$ cat config.mk
export PLATFORM = sky130hd
export DESIGN_NAME = sese_queue
export DESIGN_NICKNAME = d
export VERILOG_FILES = /design/src/hdl/sese_pkg.sv /design/src/hdl/sese_queue.sv
export SDC_FILE = /design/constraint.sdc
export NUM_CORES = 1
export LEC_CHECK = 0
export BUFFER_PORTS_ARGS = -buffer_cell sky130_fd_sc_hd__buf_2
export CORE_ASPECT_RATIO = 0.8
export CORE_MARGIN = 2
export CORE_UTILIZATION = 49
export CTS_BUF_LIST = sky130_fd_sc_hd__clkbuf_2
export CTS_CLUSTER_SIZE = 16
export DETAILED_ROUTE_END_ITERATION = 7
export HOLD_SLACK_MARGIN = 0.1
export PLACE_DENSITY_LB_ADDON = 0.25
export SETUP_SLACK_MARGIN = 0.05
export SYNTH_ARGS = -nofsm -noshare
export SYNTH_HDL_FRONTEND = slang
export SYNTH_SLANG_ARGS = --single-unit
$ cat constraint.sdc
create_clock -name clk -period 3 [get_ports clk]
set_clock_uncertainty 0.2 [all_clocks]
set_input_delay 0.6 -clock clk [delete_from_list [all_inputs] [get_ports clk]]
set_output_delay 0.6 -clock clk [all_outputs]
set_load 0.02 [all_outputs]
$ cat src/hdl/sese_pkg.sv
`timescale 1ns / 1ps
// ----------------------------------------------------------------------------
// sese_pkg: shared types and constants of the scatter elements engine
// Field widths, operation codes, status codes and the queue word layout.
// ----------------------------------------------------------------------------
package sese_pkg;

	localparam int MAX_RANK    = 4;
	localparam int DIM_WIDTH   = 16;
	localparam int VALUE_WIDTH = 32;
	localparam int ADDR_W      = 12;
	localparam int STORE_DEPTH = 2 ** ADDR_W;
	localparam int DIM_IDX_W   = $clog2(MAX_RANK);
	localparam int Q_DEPTH     = 2;
	localparam int Q_PTR_W     = $clog2(Q_DEPTH);
	localparam int CFG_DATA_W  = 64;
	localparam int CFG_ADDR_W  = 6;
	localparam int CFG_IDX_LSB = 3;

	typedef enum logic [1:0] {
		MODE_LOAD    = 2'd0,
		MODE_SCATTER = 2'd1,
		MODE_READ    = 2'd2,
		MODE_RESTART = 2'd3
	} mode_t;

	typedef enum logic [2:0] {
		OP_NONE   = 3'd0,
		OP_LOAD   = 3'd1,
		OP_READ   = 3'd2,
		OP_ASSIGN = 3'd3,
		OP_ADD    = 3'd4
	} op_t;

	typedef enum logic [2:0] {
		REG_RANK        = 3'd0,
		REG_AXIS        = 3'd1,
		REG_REDUCE      = 3'd2,
		REG_TARGET_DIMS = 3'd3,
		REG_INDEX_DIMS  = 3'd4
	} reg_idx_t;

	localparam logic [1:0] ST_OK      = 2'd0;
	localparam logic [1:0] ST_RANGE   = 2'd1;
	localparam logic [1:0] ST_IGNORED = 2'd2;

	localparam logic [2:0]  RANK_RESET = 3'd1;
	localparam logic [63:0] DIMS_RESET = 64'd281479271743489;

	typedef struct packed {
		logic [2:0]  rank;
		logic [1:0]  axis;
		logic        reduce;
		logic [63:0] target_dims;
		logic [63:0] index_dims;
	} cfg_t;

	typedef struct packed {
		op_t                    op;
		logic [ADDR_W-1:0]      addr;
		logic [VALUE_WIDTH-1:0] value;
		logic [1:0]             status;
	} entry_t;

	function automatic logic [DIM_WIDTH-1:0] extent(input logic [63:0] dims,
			input logic [DIM_IDX_W-1:0] d);
		return dims[16*d +: DIM_WIDTH];
	endfunction

endpackage

$ cat src/hdl/sese_queue.sv
`timescale 1ns / 1ps
// ----------------------------------------------------------------------------
// sese_queue: short word queue between intake and execution
// A small register FIFO that lets the front and the back stall separately.
// ----------------------------------------------------------------------------
module sese_queue import sese_pkg::*; (
	input  logic   clk,
	input  logic   arst_n,
	input  logic   push,
	input  entry_t push_entry,
	input  logic   pop,
	output logic   full,
	output logic   valid,
	output entry_t head
);

	entry_t             mem_q [Q_DEPTH];
	logic [Q_PTR_W-1:0] wr_q;
	logic [Q_PTR_W-1:0] rd_q;
	logic [Q_PTR_W:0]   cnt_q;

	assign full  = (cnt_q == (Q_PTR_W+1)'(Q_DEPTH));
	assign valid = (cnt_q != '0);
	assign head  = mem_q[rd_q];

	always_ff @(posedge clk or negedge arst_n) begin
		if (!arst_n) begin
			wr_q  <= '0;
			rd_q  <= '0;
			cnt_q <= '0;
		end else begin
			if (push) begin
				wr_q <= wr_q + 1'b1;
			end
			if (pop) begin
				rd_q <= rd_q + 1'b1;
			end
			case ({push, pop})
				2'b10:   cnt_q <= cnt_q + 1'b1;
				2'b01:   cnt_q <= cnt_q - 1'b1;
				default: cnt_q <= cnt_q;
			endcase
		end
	end

	always_ff @(posedge clk) begin
		if (push) begin
			mem_q[wr_q] <= push_entry;
		end
	end

endmodule

# After elaboration in Yosys (flattened, before gate mapping)
# Memory sizes are Yosys's and may differ from the RTL's.
# Index checks and enable logic that the tools add are counted.
[word_totals]
output_inout_bits = 51
reg_bits = 4
wordCells = 16
inputBits = 53
mem_count = 1
ramBits = 98
[op_classes]
n_eq_ne = 3
mux = 3
n_addsub = 4
reduce_logical = 2
[memory_table]
columns = ["name", "depth", "width", "rd", "rd_clocked_by_memory_dff", "write_ports", "line", "source"]
rows = [
  ["mem_q", 2, 49, 1, 0, 1, "sese_queue.sv:17", "entry_t mem_q [Q_DEPTH];"],
]
[ops]
columns = ["operator", "n"]
rows = [
  ["equality test 2 bit (second input constant)", 2],
  ["case mux 2 bit (2 select lines)", 1],
  ["nonzero test 2 bit", 2],
  ["adder 1 bit (second input constant)", 2],
  ["adder 2 x 1 -> 2 bit (second input constant)", 1],
  ["equality test 2 x 1 -> 1 bit (second input constant)", 1],
  ["two-way mux 1 bit", 2],
  ["subtractor 2 x 1 -> 2 bit (second input constant)", 1],
]

# Depth between registers and ports, before layout
[logic_depth]
ltp_word = 2
mapped_depth = 5
ltp_nobuf = 5

# Least setup slack after synthesis
# OpenSTA, ideal clock, no wires.
[synth_timing]
kind = "input -> register"
start = "input port push"
end = "memory mem_q[0][0] (netlist name), enable pin"
arrival_time_ps = 2716
setup_ps = 457
cell_stages = 2
setup_slack_ps = -373
n_path_buf = 0
required_time_ps = 2343
cell_sequence = "inv_1 nor2_1"
[synth_via]
elab_chain_len = 2
[synth_rtl]
columns = ["element", "line", "source"]
rows = [
  ["start, declared", "sese_queue.sv:9", "input logic push,"],
  ["two-way mux 1 bit", "sese_queue.sv:47", "if (push) begin"],
  ["two-way mux 1 bit (not written as such)", "sese_queue.sv:48", "mem_q[wr_q] <= push_entry;"],
  ["end, declared", "sese_queue.sv:17", ""],
]
# Every way passes these cells.

==> impl_table.tex <==
\begin{tabular}{lr}
\hline
Metric & Value \\
\hline
\multicolumn{2}{l}{\textbf{Status}} \\
\quad Outcome & finished, final reports clean \\
\multicolumn{2}{l}{\textbf{Logic synthesis}} \\
\quad Synthesized net count & about 220 \\
\quad Number of flops mapped to enable cells by yosys & 98 \\
\quad Most frequent cell after synthesis & sky130\_fd\_sc\_hd\_\_edfxtp\_1 \\
\quad Portion of the post-synthesis area used by sequential elements & between 70 and 80\% \\
\quad Cell area after synthesis & 3980 um2 \\
\quad Synthesis-stage register bit count & 102 \\
\quad Most common library cells after synthesis & sky130\_fd\_sc\_hd\_\_edfxtp\_1, sky130\_fd\_sc\_hd\_\_mux2\_4, sky130\_fd\_sc\_hd\_\_buf\_12 \\
\quad Yosys warnings & 0 \\
\quad Count of unique library cells instantiated by Yosys & 13 \\
\quad Gate count after technology mapping & 169 \\
\quad Share of synthesized flip-flops with an asynchronous set or reset & 3.92\% \\
\quad Synth Flop Type & sky130\_fd\_sc\_hd\_\_edfxtp\_1 \\
\quad Cell taking the most area after synthesis & sky130\_fd\_sc\_hd\_\_edfxtp\_1 \\
\quad Top-area cell type share of the netlist area & 74.0\% \\
\quad Post-synthesis average cell area & 23.5 um2 \\
\quad Top post-synthesis cells by area & sky130\_fd\_sc\_hd\_\_edfxtp\_1, sky130\_fd\_sc\_hd\_\_mux2\_4, sky130\_fd\_sc\_hd\_\_buf\_12 \\
\multicolumn{2}{l}{\textbf{Global routing}} \\
\quad Antenna violations before repair & 0 \\
\quad Wire length of the first global-routing pass & approximately 11000 um \\
\quad Via count of the first global-routing pass & 2155 \\
\quad Overall fraction of global-route tracks in use & 16.1\% \\
\quad Total gr overflow & 0 \\
\quad Largest net degree at the start of global routing & 28 \\
\multicolumn{2}{l}{\textbf{Clock tree}} \\
\quad Num CTS Buffers & 9 \\
\quad H-tree levels & 3 \\
\quad Setup bufs post-CTS & 0 \\
\quad Clk buf depth & 2 \\
\quad TritonCTS clock tree & built \\
\quad Clk root buf & sky130\_fd\_sc\_hd\_\_clkbuf\_2 \\
\quad Sink Count & 102 \\
\quad Clock transition at the register clock pins on the worst setup and hold paths after CTS & between 0.2 and 0.25 ns \\
\quad Number of gates resized after CTS & 0 \\
\quad Worst skew pair latency & 0.50 ns \\
\multicolumn{2}{l}{\textbf{Final layout}} \\
\quad Number of cells in the finished layout apart from fillers & between 400 and 500 \\
\quad Area growth syn-to-layout & 31.0\% \\
\quad Area taken by flip-flops and latches & 3050 um2 \\
\quad Number of nets in the finished design & 389 \\
\quad Footprint of the multi-input gates & 827 um2 \\
\quad Share of the core filled with cells & 65.8\% \\
\quad Proportion of layout cells with a drive suffix above 1 & 51.9\% \\
\quad Number of fill cells & 574 \\
\quad Final non-filler cell area & 5210 um2 \\
\quad Antenna diode count & 0 \\
\multicolumn{2}{l}{\textbf{Placed design}} \\
\quad Placed instance area & 4590 um2 \\
\quad Number of placed cells counting well taps & 379 \\
\quad Post-place setup slack & 0.828 ns \\
\quad Sum of net half-perimeters after detailed placement & 4320 um \\
\quad Input/output buffers & 103 \\
\quad Gpl congestion & 0.738 \\
\multicolumn{2}{l}{\textbf{Worst setup path}} \\
\quad Launching element of the worst setup path & rd\_q \\
\quad Startpoint Class & register \\
\quad WP data arrival & 1.95 ns \\
\quad Crit-path max FO & 14 \\
\quad Critical path data required time & 2.20 ns \\
\quad Crit end category & primary output \\
\quad Class of the most critical setup path & register to primary output \\
\quad Startpoint of the worst-slack reg-to-reg timing path & wr\_q \\
\multicolumn{2}{l}{\textbf{Drt}} \\
\quad Vias & 2065 \\
\quad Count of antenna-violating nets left after detailed routing & 0 \\
\quad Initial DRC Count & 81 \\
\quad Final wirelength & 6680 um \\
\quad WL per Instance & 14.9 um \\
\quad Number of optimization iterations in the first detailed-route pass & 4 \\
\quad Post-route DRC violation count & 0 \\
\quad Via count normalized by instance count & between 4 and 5 \\
\multicolumn{2}{l}{\textbf{Pwr}} \\
\quad Sequential cell fraction of total power & 47.6\% \\
\quad Internal power component & 2.82 mW \\
\quad Clock share of power & 12.2\% \\
\quad Final Total Pwr & 4.25 mW \\
\quad Power density over the cells & slightly above 800 nW/um2 \\
\quad Total leakage power & 2.12 nW \\
\quad Switching share of power & 33.6\% \\
\quad Maximum vdd drop & 0.493 mV \\
\quad Power share of the combinational group & between 40\% and 50\% \\
\quad Net Switching & about 1.4 mW \\
\multicolumn{2}{l}{\textbf{Floorplanning}} \\
\quad Overall die height & 84.6 um \\
\quad Floorplan die area & 8860 um2 \\
\quad Overall die width & about 100 um \\
\quad Number of standard-cell rows in the floorplan & 29 \\
\quad Area of the core region & 7910 um2 \\
\quad Starting Density & 50.3\% \\
\quad I/O pin cnt & approximately 100 \\
\multicolumn{2}{l}{\textbf{Worst hold path}} \\
\quad Path type of the worst min-delay path & register to register \\
\quad Startpoint of the tightest hold check path & cnt\_q[1] \\
\multicolumn{2}{l}{\textbf{Timing}} \\
\quad PnR worst setup slack & 0.245 ns \\
\quad RSZ-0062 raised after global routing & false \\
\quad Setup\_tns & 0 ns \\
\quad Transition time of the tightest slew-check pin & 0.619 ns \\
\quad Final Max Slew Viols & 0 \\
\quad Final hold violation count & 0 \\
\quad Tightest hold margin & slightly above 0.3 ns \\
\quad Max frequency & 363 MHz \\
\quad Post-layout minimum cycle time & 2.75 ns \\
\quad Final setup vio count & 0 \\
\quad Period utilisation layout & $\sim$90\% \\
\quad Max transition margin & 58.7\% \\
\multicolumn{2}{l}{\textbf{Job}} \\
\quad Total of max-cap violations & 0 \\
\hline
\end{tabular}
## state kept, by name, indices dropped and copies added, names as in the netlist
name and count:
mem_q 98, cnt_q 2, wr_q 1, rd_q 1
## power groups by stage
stage / Clock (mW) / Combinational, mW / Sequential (mW)
final: 0.520 / 1.71 / 2.02
after global routing: 0.602 / 1.80 / 2.06
after CTS: 0.550 / 1.73 / 2.03
after detailed placement: 0 / 1.67 / 2.06
after global placement: 0 / 1.66 / 2.05
after floorplan: 0 / 1.39 / 1.99
## cells by family (layout without fill, tap and decap cells)
kind of cell               after synthesis  after routing  synth area share (%)
DFF                                    102            102                  76.5
buffers and inverters                    7            177                  2.89
adders and majority gates                1              1                 0.315
and+or+nand+nor                          5              5                 0.661
muxes                                   49             49                  18.5
xor gates and xnor gates                 5              5                  1.10
## repair_timing
item / 4_1_cts / 5_1_grt
hold buffers: 52 / 1
setup endpoints to repair: 0 / 0
hold endpoints to repair: 104 / 4
## worst max-delay path: stages (launching register included)
cell	delay [ns]
sky130_fd_sc_hd__dfrtp_4	0.63
sky130_fd_sc_hd__buf_4	0.32
sky130_fd_sc_hd__mux2_4	0.33
sky130_fd_sc_hd__buf_2	0.16
## cell usage in the layout (no fill, tap or decap)
cell type,n
sky130_fd_sc_hd__xnor2_1,2
sky130_fd_sc_hd__inv_6,1
sky130_fd_sc_hd__inv_1,1
sky130_fd_sc_hd__buf_2,103
sky130_fd_sc_hd__dlygate4sd3_1,53
sky130_fd_sc_hd__nor2_1,1
sky130_fd_sc_hd__clkinv_2,1
sky130_fd_sc_hd__nor2b_1,1
sky130_fd_sc_hd__ha_1,1
sky130_fd_sc_hd__clkbuf_2,10
sky130_fd_sc_hd__dfrtp_4,1
sky130_fd_sc_hd__buf_4,3
sky130_fd_sc_hd__clkinvlp_4,3
sky130_fd_sc_hd__mux2_4,49
sky130_fd_sc_hd__edfxtp_1,98
sky130_fd_sc_hd__buf_12,2
sky130_fd_sc_hd__nor2_4,1
sky130_fd_sc_hd__dfrtp_1,3
sky130_fd_sc_hd__and2_2,1
sky130_fd_sc_hd__xor2_1,3
sky130_fd_sc_hd__or2_2,1
## final timing paths
kind | to | slack [ns] | cells after the start
worst max-delay path | head[16] | 0.25 | 3
worst min-delay path | cnt_q[1] | 0.31 | 1
worst max register to register | mem_q[1][23] | 1.21 | 2
worst min register to register | cnt_q[1] | 0.31 | 1
max in group asynchronous | rd_q | 1.77 | 3
min in group asynchronous | cnt_q[1] | 0.71 | 3
## final cells by class
type | instances | share of cell area [%]
Sequential cell | 102 | 58.5
Clock buffer | 10 | 0.961
Timing Repair Buffer | 161 | 21.3
Tap cell | 108 | 2.59
Clock inverter | 5 | 0.697
Multi-Input combinational cell | 60 | 15.9
Inverter | 1 | 0.0721
## layer usage
layer	track usage, %	share of wire, %	wire length (um)	vias to the layer above
met5	0	0	0	-
met4	3.64	0.93	62	0
met3	6.13	5.1	340	6
met2	27.5	51	3370	63
met1	19.7	43	2900	1007
li1	-	-	-	989
(Power assumes the default switching activity.)
