$ cat config.mk
export PLATFORM = sky130hd
export DESIGN_NAME = sese_front
export DESIGN_NICKNAME = d
export VERILOG_FILES = /design/src/hdl/sese_pkg.sv /design/src/hdl/sese_front.sv
export SDC_FILE = /design/constraint.sdc
export NUM_CORES = 1
export LEC_CHECK = 0
export BUFFER_PORTS_ARGS = -buffer_cell sky130_fd_sc_hd__buf_2
export CAP_MARGIN = 20
export CORE_UTILIZATION = 35
export DETAILED_ROUTE_END_ITERATION = 7
export SLEW_MARGIN = 20
export SYNTH_ARGS = -nofsm -noshare
export SYNTH_HDL_FRONTEND = slang
export SYNTH_SLANG_ARGS = --single-unit
$ cat constraint.sdc
create_clock -name clk -period 15.8 [get_ports clk]
set_input_delay 0.79 -clock clk [delete_from_list [all_inputs] [get_ports clk]]
set_output_delay 0.79 -clock clk [all_outputs]
set_load 0.01 [all_outputs]
$ cat src/hdl/sese_pkg.sv
`timescale 1ns / 1ps
// ----------------------------------------------------------------------------
// sese_pkg: shared types and constants of the scatter elements engine
// Field widths, operation codes, status codes and the queue word layout.
// ----------------------------------------------------------------------------
package sese_pkg;

	localparam int MAX_RANK    = 4;
	localparam int DIM_WIDTH   = 16;
	localparam int VALUE_WIDTH = 32;
	localparam int ADDR_W      = 12;
	localparam int STORE_DEPTH = 2 ** ADDR_W;
	localparam int DIM_IDX_W   = $clog2(MAX_RANK);
	localparam int Q_DEPTH     = 2;
	localparam int Q_PTR_W     = $clog2(Q_DEPTH);
	localparam int CFG_DATA_W  = 64;
	localparam int CFG_ADDR_W  = 6;
	localparam int CFG_IDX_LSB = 3;

	typedef enum logic [1:0] {
		MODE_LOAD    = 2'd0,
		MODE_SCATTER = 2'd1,
		MODE_READ    = 2'd2,
		MODE_RESTART = 2'd3
	} mode_t;

	typedef enum logic [2:0] {
		OP_NONE   = 3'd0,
		OP_LOAD   = 3'd1,
		OP_READ   = 3'd2,
		OP_ASSIGN = 3'd3,
		OP_ADD    = 3'd4
	} op_t;

	typedef enum logic [2:0] {
		REG_RANK        = 3'd0,
		REG_AXIS        = 3'd1,
		REG_REDUCE      = 3'd2,
		REG_TARGET_DIMS = 3'd3,
		REG_INDEX_DIMS  = 3'd4
	} reg_idx_t;

	localparam logic [1:0] ST_OK      = 2'd0;
	localparam logic [1:0] ST_RANGE   = 2'd1;
	localparam logic [1:0] ST_IGNORED = 2'd2;

	localparam logic [2:0]  RANK_RESET = 3'd1;
	localparam logic [63:0] DIMS_RESET = 64'd281479271743489;

	typedef struct packed {
		logic [2:0]  rank;
		logic [1:0]  axis;
		logic        reduce;
		logic [63:0] target_dims;
		logic [63:0] index_dims;
	} cfg_t;

	typedef struct packed {
		op_t                    op;
		logic [ADDR_W-1:0]      addr;
		logic [VALUE_WIDTH-1:0] value;
		logic [1:0]             status;
	} entry_t;

	function automatic logic [DIM_WIDTH-1:0] extent(input logic [63:0] dims,
			input logic [DIM_IDX_W-1:0] d);
		return dims[16*d +: DIM_WIDTH];
	endfunction

endpackage

$ cat src/hdl/sese_front.sv
`timescale 1ns / 1ps
// ----------------------------------------------------------------------------
// sese_front: command intake and offset generation
// Classifies each word, checks pair indices, walks the coordinate counter and
// builds the flat offset one dimension per cycle before queueing the word.
// ----------------------------------------------------------------------------
module sese_front import sese_pkg::*; (
	input  logic                          clk,
	input  logic                          arst_n,
	input  cfg_t                          cfg,
	input  logic                          start,
	input  logic [1:0]                    mode,
	input  logic [ADDR_W-1:0]             address,
	input  logic signed [VALUE_WIDTH-1:0] value,
	input  logic signed [16:0]            index,
	input  logic                          q_full,
	output logic                          busy,
	output logic                          push,
	output entry_t                        push_entry
);

	typedef enum logic [1:0] {
		F_IDLE = 2'b01,
		F_ACC  = 2'b10
	} fstate_t;

	fstate_t                state_q;
	logic                   err_q;
	logic [DIM_WIDTH-1:0]   coord_q [MAX_RANK];
	logic [DIM_WIDTH-1:0]   coord_adv [MAX_RANK];
	logic [DIM_WIDTH-1:0]   idx_q;
	logic [VALUE_WIDTH-1:0] val_q;
	logic [DIM_IDX_W-1:0]   d_q;
	logic [ADDR_W-1:0]      off_q;
	logic [ADDR_W-1:0]      stride_q;

	logic [2:0]             rank_eff;
	logic [2:0]             rank_m1;
	logic [DIM_IDX_W-1:0]   ax;
	logic [DIM_WIDTH-1:0]   ax_size;
	logic signed [17:0]     idx_w;
	logic signed [17:0]     size_w;
	logic                   in_range;
	logic [16:0]            idx_wrap;
	logic [DIM_WIDTH-1:0]   c_sel;
	logic [2*ADDR_W-1:0]    off_prod;
	logic [2*ADDR_W-1:0]    str_prod;
	logic [ADDR_W-1:0]      off_n;
	logic [ADDR_W-1:0]      ext_lo;
	logic                   accept;

	always_comb begin
		if (cfg.rank == 3'd0) begin
			rank_eff = 3'd1;
		end else if (cfg.rank > 3'(MAX_RANK)) begin
			rank_eff = 3'(MAX_RANK);
		end else begin
			rank_eff = cfg.rank;
		end
		rank_m1 = rank_eff - 3'd1;
		if ({1'b0, cfg.axis} >= rank_eff) begin
			ax = rank_m1[DIM_IDX_W-1:0];
		end else begin
			ax = cfg.axis;
		end
	end

	assign ax_size  = extent(cfg.target_dims, ax);
	assign idx_w    = {index[16], index};
	assign size_w   = {2'b00, ax_size};
	assign in_range = (idx_w < size_w) && (idx_w >= -size_w);
	assign idx_wrap = index[16] ? 17'(index + $signed({1'b0, ax_size})) : index;

	assign c_sel    = (d_q == ax) ? idx_q : coord_q[d_q];
	assign ext_lo   = ADDR_W'(extent(cfg.target_dims, d_q));
	assign off_prod = c_sel[ADDR_W-1:0] * stride_q;
	assign str_prod = ext_lo * stride_q;
	assign off_n    = off_q + off_prod[ADDR_W-1:0];

	// Row-major increment with carry from the last active dimension.
	always_comb begin
		logic                 carry;
		logic [DIM_WIDTH:0]   cur;
		carry = 1'b1;
		for (int d = MAX_RANK - 1; d >= 0; d--) begin
			coord_adv[d] = coord_q[d];
			cur = {1'b0, coord_q[d]} + 1'b1;
			if (carry && (d < int'(rank_eff))) begin
				if (cur < {1'b0, extent(cfg.index_dims, DIM_IDX_W'(d))}) begin
					coord_adv[d] = cur[DIM_WIDTH-1:0];
					carry = 1'b0;
				end else begin
					coord_adv[d] = '0;
				end
			end
		end
	end

	assign busy   = (state_q != F_IDLE) || q_full;
	assign accept = start && !busy;

	always_comb begin
		push       = 1'b0;
		push_entry = '{op: OP_NONE, addr: '0, value: '0, status: ST_OK};
		case (state_q)
			F_IDLE: begin
				if (accept) begin
					case (mode_t'(mode))
						MODE_LOAD: begin
							push       = 1'b1;
							push_entry = '{op: OP_LOAD, addr: address, value: value,
								status: ST_OK};
						end
						MODE_READ: begin
							push       = 1'b1;
							push_entry = '{op: OP_READ, addr: address, value: '0,
								status: ST_OK};
						end
						MODE_RESTART: begin
							push = 1'b1;
						end
						default: begin
							if (err_q) begin
								push              = 1'b1;
								push_entry.status = ST_IGNORED;
							end else if (!in_range) begin
								push              = 1'b1;
								push_entry.status = ST_RANGE;
							end
						end
					endcase
				end
			end
			F_ACC: begin
				if (d_q == '0) begin
					push       = 1'b1;
					push_entry = '{op: cfg.reduce ? OP_ADD : OP_ASSIGN, addr: off_n,
						value: val_q, status: ST_OK};
				end
			end
			default: begin
				push = 1'b0;
			end
		endcase
	end

	always_ff @(posedge clk or negedge arst_n) begin
		if (!arst_n) begin
			state_q <= F_IDLE;
			err_q   <= 1'b0;
			for (int d = 0; d < MAX_RANK; d++) begin
				coord_q[d] <= '0;
			end
		end else begin
			case (state_q)
				F_IDLE: begin
					if (accept && (mode_t'(mode) == MODE_RESTART)) begin
						err_q <= 1'b0;
						for (int d = 0; d < MAX_RANK; d++) begin
							coord_q[d] <= '0;
						end
					end else if (accept && (mode_t'(mode) == MODE_SCATTER) && !err_q) begin
						if (in_range) begin
							state_q <= F_ACC;
						end else begin
							err_q <= 1'b1;
						end
					end
				end
				F_ACC: begin
					if (d_q == '0) begin
						state_q <= F_IDLE;
						coord_q <= coord_adv;
					end
				end
				default: begin
					state_q <= F_IDLE;
				end
			endcase
		end
	end

	always_ff @(posedge clk) begin
		if (state_q == F_IDLE) begin
			idx_q    <= idx_wrap[DIM_WIDTH-1:0];
			val_q    <= value;
			d_q      <= rank_m1[DIM_IDX_W-1:0];
			off_q    <= '0;
			stride_q <= ADDR_W'(1);
		end else begin
			off_q    <= off_n;
			stride_q <= str_prod[ADDR_W-1:0];
			d_q      <= d_q - 1'b1;
		end
	end

endmodule

=== Word level (Yosys, flattened, before mapping) ===
Index checks and enable logic that the tools add are counted.

* Mux-type cells: 48
* Eq/ne operators: 17
* $lt $le $gt $ge: 13
* Add/sub/neg operators: 9
* Bitwise operators: 1
* Shifts and indexed selects: 2
* Multiply operators: 2
* Reductions and logical operators: 23

{| class="wikitable"
|+ Operator list
! kind !! number
|-
| 2-to-1 mux 16 bit || 8
|-
| 2-to-1 mux 64 bit || 2
|-
| one-hot mux 64 bit (2 select lines) || 1
|-
| one-hot mux 49 bit (2 select lines) || 1
|-
| one-hot mux 46 bit (2 select lines) || 1
|-
| adder 16 x 1 -> 17 bit (second input constant) || 4
|-
| less-than comparator 17 x 16 -> 1 bit || 4
|-
| variable part select 64 x 7 -> 12 bit || 1
|-
| variable part select 64 x 7 -> 16 bit || 1
|-
| 2-to-1 mux 49 bit || 1
|-
| 2-to-1 mux 12 bit || 4
|-
| 2-to-1 mux 48 bit || 1
|-
| binary-select mux 16 bit (select 2 bit) || 1
|-
| adder 12 bit || 2
|-
| multiplier 12 x 12 -> 12 bit || 2
|-
| AND reduction 4 bit || 5
|-
| greater-or-equal comparator 17 x 18 -> 1 bit || 1
|-
| != test 2 bit (second input constant) || 9
|-
| negator 16 -> 18 bit || 1
|-
| less-than comparator 17 bit || 1
|-
| 2-to-1 mux 2 bit || 8
|-
| 2-to-1 mux 1 bit || 15
|-
| 2-to-1 mux 3 bit || 3
|-
| logical AND 1 bit || 8
|-
| other kinds (20) || 30
|}

* Output and inout port bits: 51
* Word-level logic and storage cells: 126
* Register bits after elaboration: 137
* Input port bits: 201

=== Depth between registers and ports, before layout ===
Gate-level depths: netlist (run 1).

* Depth in word-level cells: 14
* Mapped depth: 28
* Depth with buffers taken out: 27

=== Least setup slack after synthesis (run 1) ===
Ideal clock, no wire load.

* Path type: in2out
* Start point: in cfg[131] (netlist bit)
* End point: out push_entry[45] (netlist bit)
* Arrival: 7.745 ns
* Stages: 27
* Setup slack: 7.265 ns
* Path buffers: 1
* Cells stage by stage: and2b_1 -> nor2_1 -> ha_1 -> or3b_4 -> o211ai_1 -> nand2_1 -> nor3_4 -> buf_2 -> mux2_2 -> and2_1 -> fa_1 -> inv_1 -> fa_1 -> inv_1 -> fa_1 -> inv_1 -> fa_1 -> fa_1 -> inv_1 -> ha_1 -> and3_1 -> a2111oi_0 -> nor3_1 -> xnor2_1 -> xnor2_1 -> xnor3_1 -> o21ai_1

{| class="wikitable"
|+ RTL lines
! what !! line !! RTL
|-
| from (decl) || sese_front.sv:10 || <nowiki>input cfg_t cfg,</nowiki>
|-
| to (decl) || sese_front.sv:19 || <nowiki>output entry_t push_entry</nowiki>
|}

==> impl_metrics.ini, run 1 <==
[clocking]
clk_path_buf_depth = 2
cts_buffers = 17
htreeDepth = 4
cts_tree = built
cts-hold-fix-buffers = 0
cts-resized-gates = 0
cts_setup_buffers = 0
cts.sinks = 137
clockRootBuffer = clkbuf_16
clkLatencyLatePin_ps = 450
clk_pin_slew_ps = 60

[global_routing]
grt_usage_pct = 19.8
antenna_found_initial = 2
grt_max_degree = 68
overflow = 0
grt_pass1_vias = 13983
grt_pass1_wl_um = 73400

[floorplanning]
rows = 78
dieArea_um2 = 46700
die_h_um = 216
start_util_pct = 35.4
core_area_um2 = 45300
die_w_um = 216
io_pins = 252

[logic_synthesis]
seq_area_frac_synth_pct = 22.0
synth.distinct_cells = 88
syn_area_um2 = 16000
synth_nets = 2260
synth_edf_count = 44
yosys_warnings = 0
synth-seq-cells = 137
synth_top_flop_cell = dfrtp_1
syn_avg_cell_area_um2 = 8.94
syn-instance-count = 1794
synthArstFlopShare_pct = 48.9

[place]
gp_congestion = 0.850
dp_hpwl_um = 36300
port_buffers = 251
dpl_cell_area_um2 = 17900

[min_path]
min_path_type = register to register

[timing]
max_slew_margin_pct = 31.6
fmax_mhz = 107
totalNegativeSetupSlack_ps = 0
rsz0062_at_grt = false
setup_violations = 0
slew_violations = 0
period_share_pct = 59.2
min_period_ps = 9350
worstMarginPinSlew_ps = 1020
final_hold_viol_count = 0
skew_ps = 12.7

[finish]
syn_to_final_growth_pct = 15.4
drive_gt1_share_pct = 19.2
final_area_um2 = 18500
nFillCells = 4593
final_util_pct = 40.9
layout.nets = 2478

[power]
p_leak_nw = 9.15
p_per_area_nw_per_um2 = 130
ir_drop_mv = 0.0703

[critical_path]
crit_arrival_ps = 8560
ff2ff_setup_slack_ps = 8250
start_kind = input port
crit_fanout = 17
crit_required_ps = 15010
cpPeakStageDelay_ps = 720
endpoint_kind = output port
crit_slowest_cell = nor3_4
crit_path_frequent_cell = fa_1
worstSetupPathType = input port to output port

[routing]
ant_nets = 0
drtIter0Drc = 792
drtPass1Iterations = 5
drc = 0
vias = 13486
routed_wl_um = 44900
wl_per_cell_um = 17.1
avgViaCountPerCell = 5.14

[flow_run]
drv_cap = 0

[status]
outcome = finished clean
## cell usage after synthesis, types with 10 or more instances
master	n	area share, %
inv_1	255	6.0
nand2_1	189	4.4
ha_1	177	14
xnor2_1	94	5.1
o21ai_0	92	2.9
fa_1	88	11
nor2_1	69	1.6
dfrtp_1	66	10
and2_1	63	2.5
a21oi_1	57	1.8
clkbuf_1	47	1.1
a22o_1	46	2.5
edfxtp_1	44	8.2
nand3_1	41	1.3
mux2i_1	40	2.5
nor2b_1	37	1.4
nand2b_1	34	1.3
a21o_1	28	1.3
xor2_1	28	1.5
dfxtp_1	26	3.2
mux2_2	25	1.8
mux4_2	24	3.4
and3_1	21	0.82
nor3_1	14	0.44
o31ai_1	14	0.66
nand4_1	13	0.51
buf_2	10	0.31
## worst paths after layout
| kind | startpoint | to | depth (start not counted) |
|---|---|---|---|
| max | cfg[131] | push_entry[45] | 28 |
| min | err_q | err_q | 2 |
| max reg2reg | d_q[0] | off_q[11] | 23 |
| min reg2reg | err_q | err_q | 2 |
| max in group asynchronous | arst_n | coord_q[45] | 2 |
| min in group asynchronous | arst_n | coord_q[30] | 2 |
## power by group
| group | switching (mW) | internal [mW] |
|---|---|---|
| registers | 0.104 | 0.458 |
| logic | 0.789 | 0.608 |
| clock network | 0.171 | 0.268 |
## sequential cells by signal (all words and copies together) (netlist names)
register,count
state_q,2
coord_q,64
err_q,1
d_q,2
stride_q,12
idx_q,12
off_q,12
val_q,32
## layout make-up
class	instances	area, µm²	share of cell area [%]
Antenna cell	1	2.50	0.0135
Clock buffer	19	437	2.36
Clock inverter	13	190	1.03
Inverter	257	965	5.21
Multi-Input combinational cell	1333	11300	60.9
Sequential cell	137	3520	19.0
Tap cell	600	751	4.06
Timing Repair Buffer	266	1370	7.40
## layout by cell type, fill, tap and decap left out, drive strengths merged, types with 8 or more instances in the layout
cell type | synthesis | final
buf | 19 | 266
inv | 257 | 262
nand2 | 189 | 189
ha | 177 | 177
o21ai | 98 | 98
xnor2 | 94 | 94
fa | 88 | 88
nor2 | 71 | 71
dfrtp | 66 | 66
and2 | 63 | 63
a21oi | 59 | 59
a22o | 46 | 46
edfxtp | 44 | 44
nand3 | 43 | 43
mux2i | 40 | 40
nor2b | 38 | 38
nand2b | 34 | 34
xor2 | 28 | 28
a21o | 28 | 28
mux2 | 26 | 26
dfxtp | 26 | 26
mux4 | 25 | 25
and3 | 21 | 21
clkbuf | 48 | 19
o31ai | 17 | 17
nor3 | 16 | 16
nand4 | 13 | 13
or2 | 9 | 9
or3 | 9 | 9
o21bai | 8 | 8
a31oi | 8 | 8
## worst max-delay path: cells and delay by family
family | cells | cell delay (ps)
buf+inv | 6 | 470
xor+xnor | 3 | 790
mux | 1 | 470
fa+ha+maj | 7 | 3170
simple gates | 8 | 2180
compound gates | 3 | 670
## cells by family (layout without fill, tap and decap cells)
kind of cell / after synthesis / count (layout) / share of synthesized area, %
AO/OA/AOI/OAI: 328 / 328 / 14.0
XOR/XNOR: 124 / 124 / 6.95
adder cells (fa/ha/maj): 265 / 265 / 24.8
buffers and inverters: 324 / 555 / 7.92
flip-flops: 137 / 137 / 22.0
multiplexers: 91 / 91 / 7.88
other: 0 / 1 / 0
AND/OR/NAND/NOR: 525 / 525 / 16.5
## stage by stage
| stage | hold WS, ps | worst slack [ps] | total power, mW | std cells |
|---|---|---|---|---|
| 2_1_floorplan | 461 | 7270 | 1.59 | 1794 |
| 3_3_place_gp | 486 | 6570 | 1.93 | 2593 |
| 3_5_place_dp | 500 | 6460 | 1.97 | 2593 |
| 4_1_cts | 509 | 6450 | 2.43 | 2625 |
| 5_1_grt | 516 | 5960 | 2.63 | 2625 |
| 6_report | 505 | 6450 | 2.40 | 2626 |
## layer usage
metal  wire length (µm)  track usage [%]
met1              20600             26.4
met2              21200             33.1
met3               2060             2.90
met4               1040             6.31
met5                 10                0
Power figures use the tool's default switching activity.
==> run 2: changes to the inputs <==
--- a/config.mk
+++ b/config.mk
@@ -5,6 +5,7 @@
 export SDC_FILE = /design/constraint.sdc
 export NUM_CORES = 1
 export LEC_CHECK = 0
+export ABC_AREA = 1
 export BUFFER_PORTS_ARGS = -buffer_cell sky130_fd_sc_hd__buf_2
 export CAP_MARGIN = 20
 export CORE_UTILIZATION = 35
==> constraint.sdc (replaced) <==
create_clock -name clk -period 9.74 [get_ports clk]
set_input_delay 0.487 -clock clk [delete_from_list [all_inputs] [get_ports clk]]
set_output_delay 0.487 -clock clk [all_outputs]
set_load 0.01 [all_outputs]
==> run 2 against run 1 <==
Total power increased to 3.0 times the previous value. Clock skew increased by 0.74 ps. Wire length rose by 13%. First-iteration DRC count is 36% higher. Final cell count grew 20%. Flip-flop and latch count unchanged. Die area up 3.1%. Register-to-register slack worse by 5200 ps. Synthesized area grew 3.2%. Via count rose by 17%. Global-route usage rose by 1.5 points. Largest power group unchanged. Highest routed layer is now met4.
==> impl_metrics.ini, run 2 <==
[routing]
drc = 0
routed_wl_um = 50600
drtIter0Drc = 1077
drtPass1Iterations = 6
vias = 15846
wl_per_cell_um = 16.1
ant_nets = 0
avgViaCountPerCell = 5.05

[global_routing]
grt_pass1_wl_um = 80100
met2_usage_pct = 35.1
grt_pass1_vias = 15443
grt_usage_pct = 21.3
antenna_found_initial = 0
busiest_layer = met2
gr-usage-met3_pct = 3.28
overflow = 0
grt_max_degree = 68
met1_usage_pct = 28.4

[place]
dpl_cell_area_um2 = 18300
gp_congestion = 0.921
port_buffers = 251
dp_hpwl_um = 40700

[min_path]
min_path_type = input port to register

[logic_synthesis]
synth-seq-cells = 137
syn-instance-count = 2314
synth.area.top_cells = ha_1 13%, nand2_1 12%, fa_1 11%
syn_avg_cell_area_um2 = 7.15
synthArstFlopShare_pct = 48.9
synth_common_cells = 524 x nand2_1, 436 x inv_1, 218 x nor2_1
seq_area_frac_synth_pct = 21.3
synth_nets = 2780
syn_area_um2 = 16500
synth_edf_count = 44
yosys.area.top_type = ha_1
synth.distinct_cells = 61
synth_top_flop_cell = dfrtp_1
yosys_warnings = 0
yosysTopAreaCellShare_pct = 13.4
synth.most_common_cell = nand2_1

[critical_path]
crit_arrival_ps = 7690
crit_fanout = 32
worstSetupPathType = input port to output port
crit_required_ps = 9250
endpoint_kind = output port
crit_path_frequent_cell = nand2_1
crit_slowest_cell = fa_1
cpPeakStageDelay_ps = 520
crit_family = simple AND/OR/NAND/NOR gates
cp_num_buf_inv = 9
start_kind = input port

[timing]
fmax_mhz = 122
setup_violations = 0
slew_violations = 0
final_hold_viol_count = 0
rsz0062_at_grt = false
max_slew_margin_pct = 36.9
skew_ps = 13.4
min_period_ps = 8180
worstMarginPinSlew_ps = 947
period_share_pct = 84.0
totalNegativeSetupSlack_ps = 0

[floorplanning]
die_h_um = 219
io_pins = 252
rows = 79
core_area_um2 = 46600
start_util_pct = 35.5
die_w_um = 219
dieArea_um2 = 48100

[status]
outcome = finished clean

[clocking]
cts_buffers = 17
cts.sinks = 137
clockRootBuffer = clkbuf_16
clk_pin_slew_ps = 60
clk_path_buf_depth = 2
clkLatencyLatePin_ps = 450
cts_setup_buffers = 0
cts_tree = built
htreeDepth = 4
cts-hold-fix-buffers = 0
cts-resized-gates = 0

[power]
combPwrFrac_pct = 78.3
p_sw_share_pct = 56.2
p_per_area_nw_per_um2 = 379
ir_drop_mv = 0.470
clkPwrFrac_pct = 9.4
intPower_mw = 3.14
p_leak_nw = 10.1
switching_power_mw = 4.03
pwr-share-seq_pct = 12.3

[finish]
reg.largest.list = coord_q x64, val_q x32
diodes = 0
final_common_cell = nand2_1
largest-register = coord_q
layout.nets = 2985
largest_register_ffs = 64
syn_to_final_growth_pct = 14.3
final_area_um2 = 18900
nFillCells = 4795
layout_common_cells = 524 x nand2_1, 436 x inv_1, 251 x buf_2
drive_gt1_share_pct = 14.4

[flow_run]
drv_cap = 0
-- run 2: cell count changes after synthesis, sizes merged, moves of 26 or more --
cell    previous run  this run
nor2              71       223
and2              63         2
mux2              26         0
mux2i             40         0
xnor2             94        21
a22o              46         0
nand2b            34         0
a21oi             59        90
nand2            189       544
inv              257       453
a32o               1        31
nor2b             38         0
nand3             43       149
xor2              28        76
-- run 2: area by class of cell --
| class | instances | area, µm² | area share, % |
|---|---|---|---|
| clock buffers | 22 | 507 | 2.68 |
| clock inverters | 10 | 105 | 0.556 |
| inverters | 455 | 1710 | 9.05 |
| multi-input cells | 1644 | 10900 | 57.9 |
| flip-flops and latches | 137 | 3520 | 18.6 |
| well taps | 607 | 759 | 4.02 |
| repair buffers | 264 | 1360 | 7.20 |
-- run 2: worst paths after layout --
kind	startpoint	endpoint	slack [ps]	cells after the start
max	cfg[132]	push_entry[45]	1560	44
min	value[4]	val_q[4]	230	1
max reg2reg	d_q[1]	off_q[11]	3020	36
min reg2reg	coord_q[41]	coord_q[41]	480	2
max in group asynchronous	arst_n	coord_q[29]	8850	2
min in group asynchronous	arst_n	coord_q[46]	260	2
-- run 2: worst reg2reg max path: cells and delay by family, from the launching register on --
family / cells / cell delay (ps)
AOI/OAI and AO/OA: 3 / 630
adders and majority gates: 6 / 2640
DFF: 1 / 310
and+or+nand+nor: 19 / 1950
buffers and inverters: 8 / 1060
-- run 2: per-layer routing --
metal  part of all wire, %  vias up
met4                   2.6        0
met3                   5.6       61
met2                    47      446
met5                     0        -
li1                      -     7784
met1                    45     7555
-- run 2: through the flow --
step                      utilization (%)  worst slack [ps]  instances  power [mW]  hold WS [ps]
after floorplan                         -              3010       2314        5.04           191
after detailed placement             39.3              1600       3107        6.50           459
after global placement               39.2              1760       3105        6.38           455
after global routing                 40.6               934       3139        8.12           212
final                                40.6              1560       3139        7.17           227
after CTS                            40.6              1580       3139        7.24           200
-- run 2: cells by family after synthesis --
| kind of cell | synth area share (%) |
|---|---|
| compound gates | 10.5 |
| xor+xnor | 5.14 |
| fa+ha+maj | 24.0 |
| buf+inv | 12.6 |
| flops | 21.3 |
| simple gates | 26.4 |
-- run 2: power groups by stage --
| stage | combinational (mW) | sequential (mW) | clock [mW] |
|---|---|---|---|
| finish | 5.61 | 0.882 | 0.676 |
| global placement | 5.49 | 0.887 | 0 |
| floorplan | 4.21 | 0.828 | 0 |
| global route | 6.52 | 0.892 | 0.711 |
| CTS | 5.67 | 0.878 | 0.692 |
| detailed placement | 5.61 | 0.888 | 0 |
==> run 3: changes to the inputs <==
==> constraint.sdc (replaced) <==
create_clock -name clk -period 7.6 [get_ports clk]
set_input_delay 0.38 -clock clk [delete_from_list [all_inputs] [get_ports clk]]
set_output_delay 0.38 -clock clk [all_outputs]
set_load 0.01 [all_outputs]
==> run 3 against run 2 <==
Critical path depth shrank 2. Core utilization grew 0.29 points. Register-to-register slack lost 1600 ps. Combinational power grew 32%. Clock power grew 39%. Worst setup slack lost 1200 ps. Wire length grew 1.7%. Cell area grew 0.72%. Final cell count grew 0.35%. Critical path type unchanged. Critical endpoint unchanged. Largest cell class unchanged.
==> impl_metrics.ini, run 3 (synthesis gave the netlist of run 2 again) <==
[critical_path]
crit_fanout = 11
cpPeakStageDelay_ps = 550
cp_num_buf_inv = 9
crit_required_ps = 7220
endpoint_kind = output port
reg2regPathDepth = 31
crit_family = adder cells
crit_slowest_cell = fa_1
r2r-start = d_q[1]
r2r-end = off_q[11]
worstSetupPathType = input port to output port
crit_path_frequent_cell = nand2_1
crit_arrival_ps = 6810
start_kind = input port
ff2ff_setup_slack_ps = 1420

[clocking]
htreeDepth = 4
cts.sinks = 137
clockRootBuffer = clkbuf_16
clk_path_buf_depth = 2
cts_buffers = 17
clkLatencyLatePin_ps = 450
cts-hold-fix-buffers = 0
clk_pin_slew_ps = 70
cts_tree = built

[place]
dp_hpwl_um = 41500
port_buffers = 251
place_inst = 3118
gp_congestion = 0.929

[finish]
largest-register = coord_q
layout_common_cells = 522 x nand2_1, 435 x inv_1, 251 x buf_2
largest_register_ffs = 64
layout.nets = 2996
drive_gt1_share_pct = 15.1
fin_cells = 3150
reg.largest.list = coord_q x64, val_q x32
final_common_cell = nand2_1
nFillCells = 4802
syn_to_final_growth_pct = 15.1
diodes = 0

[power]
p_per_area_nw_per_um2 = 497
p_leak_nw = 10.2
ir_drop_mv = 0.424
finalPower_mw = 9.47

[routing]
drtPass1Iterations = 5
drtIter0Drc = 984
ant_nets = 0
wl_per_cell_um = 16.3
drc = 0
vias = 15784
avgViaCountPerCell = 5.01
routed_wl_um = 51400

[global_routing]
overflow = 0
grt_pass1_vias = 15561
grt_max_degree = 68
grt_usage_pct = 21.8
antenna_found_initial = 0
grt_pass1_wl_um = 81800

[min_path]
hold_end = val_q[8]
whs_path_depth = 1
min_path_type = input port to register
worstHoldStart = value[8]

[floorplanning]
start_util_pct = 35.5
die_w_um = 219
dieArea_um2 = 48100
die_h_um = 219
core_area_um2 = 46600
io_pins = 252
rows = 79

[timing]
slew_violations = 0
skew_ps = 13.9
max_slew_margin_pct = 35.0
worstMarginPinSlew_ps = 975
fmax_mhz = 139
setup_violations = 0
min_period_ps = 7190
period_share_pct = 94.6
final_hold_viol_count = 0

[flow_run]
drv_cap = 0

[status]
outcome = finished clean
run 3: final cells by class:
class | instances | area [µm²] | share of cell area, %
multi-input cells | 1644 | 11000 | 57.6
flip-flops and latches | 137 | 3520 | 18.5
inverters | 455 | 1710 | 8.98
repair buffers | 275 | 1440 | 7.54
well taps | 607 | 759 | 3.99
clock buffers | 17 | 425 | 2.23
clock inverters | 15 | 223 | 1.17
run 3: what timing repair did:
action / 4_1_cts / 5_1_grt
resized for setup: 0 / 9
hold endpoints to repair: 0 / 0
buffers inserted: 0 / 0
endpoints found under the setup margin: 0 / 1
run 3: report_power, final:
part	leakage, nW	total, mW	switching, mW	internal (mW)
clock	0.301	0.939	0.357	0.582
combinational	8.28	7.40	4.83	2.57
sequential	1.58	1.13	0.129	1.00
run 3: worst max path at each step:
stage	startpoint	end	slack, ps	cells past startpoint
finish	cfg[133]	push_entry[45]	410	42
global route	cfg[133]	push_entry[45]	-20	43
floorplan	cfg[132]	push_entry[45]	1080	40
detailed placement	cfg[132]	push_entry[45]	150	43
CTS	cfg[132]	push_entry[45]	140	43
global placement	cfg[132]	push_entry[45]	310	43
run 3: metal layers:
metal | part of all wire (%) | wire, µm | GRT usage, % | up-vias
li1 | - | - | - | 7801
met1 | 45 | 23100 | 28.8 | 7468
met2 | 47 | 24300 | 36.1 | 449
met3 | 5.2 | 2650 | 3.19 | 66
met4 | 2.5 | 1280 | 7.34 | 0
met5 | 0 | 0 | 0 | -
run 3: per-stage QoR:
step,hold slack (ps),setup slack [ps],util [%],TNS [ps],instance area (µm²)
detailed placement,468,146,39.5,0,18400
global placement,456,306,39.5,0,18400
finish,114,408,40.9,0,19000
floorplan,84.4,1080,-,0,16500
global route,95.2,-23.7,40.9,-23.7,19000
CTS,91.6,137,40.8,0,19000
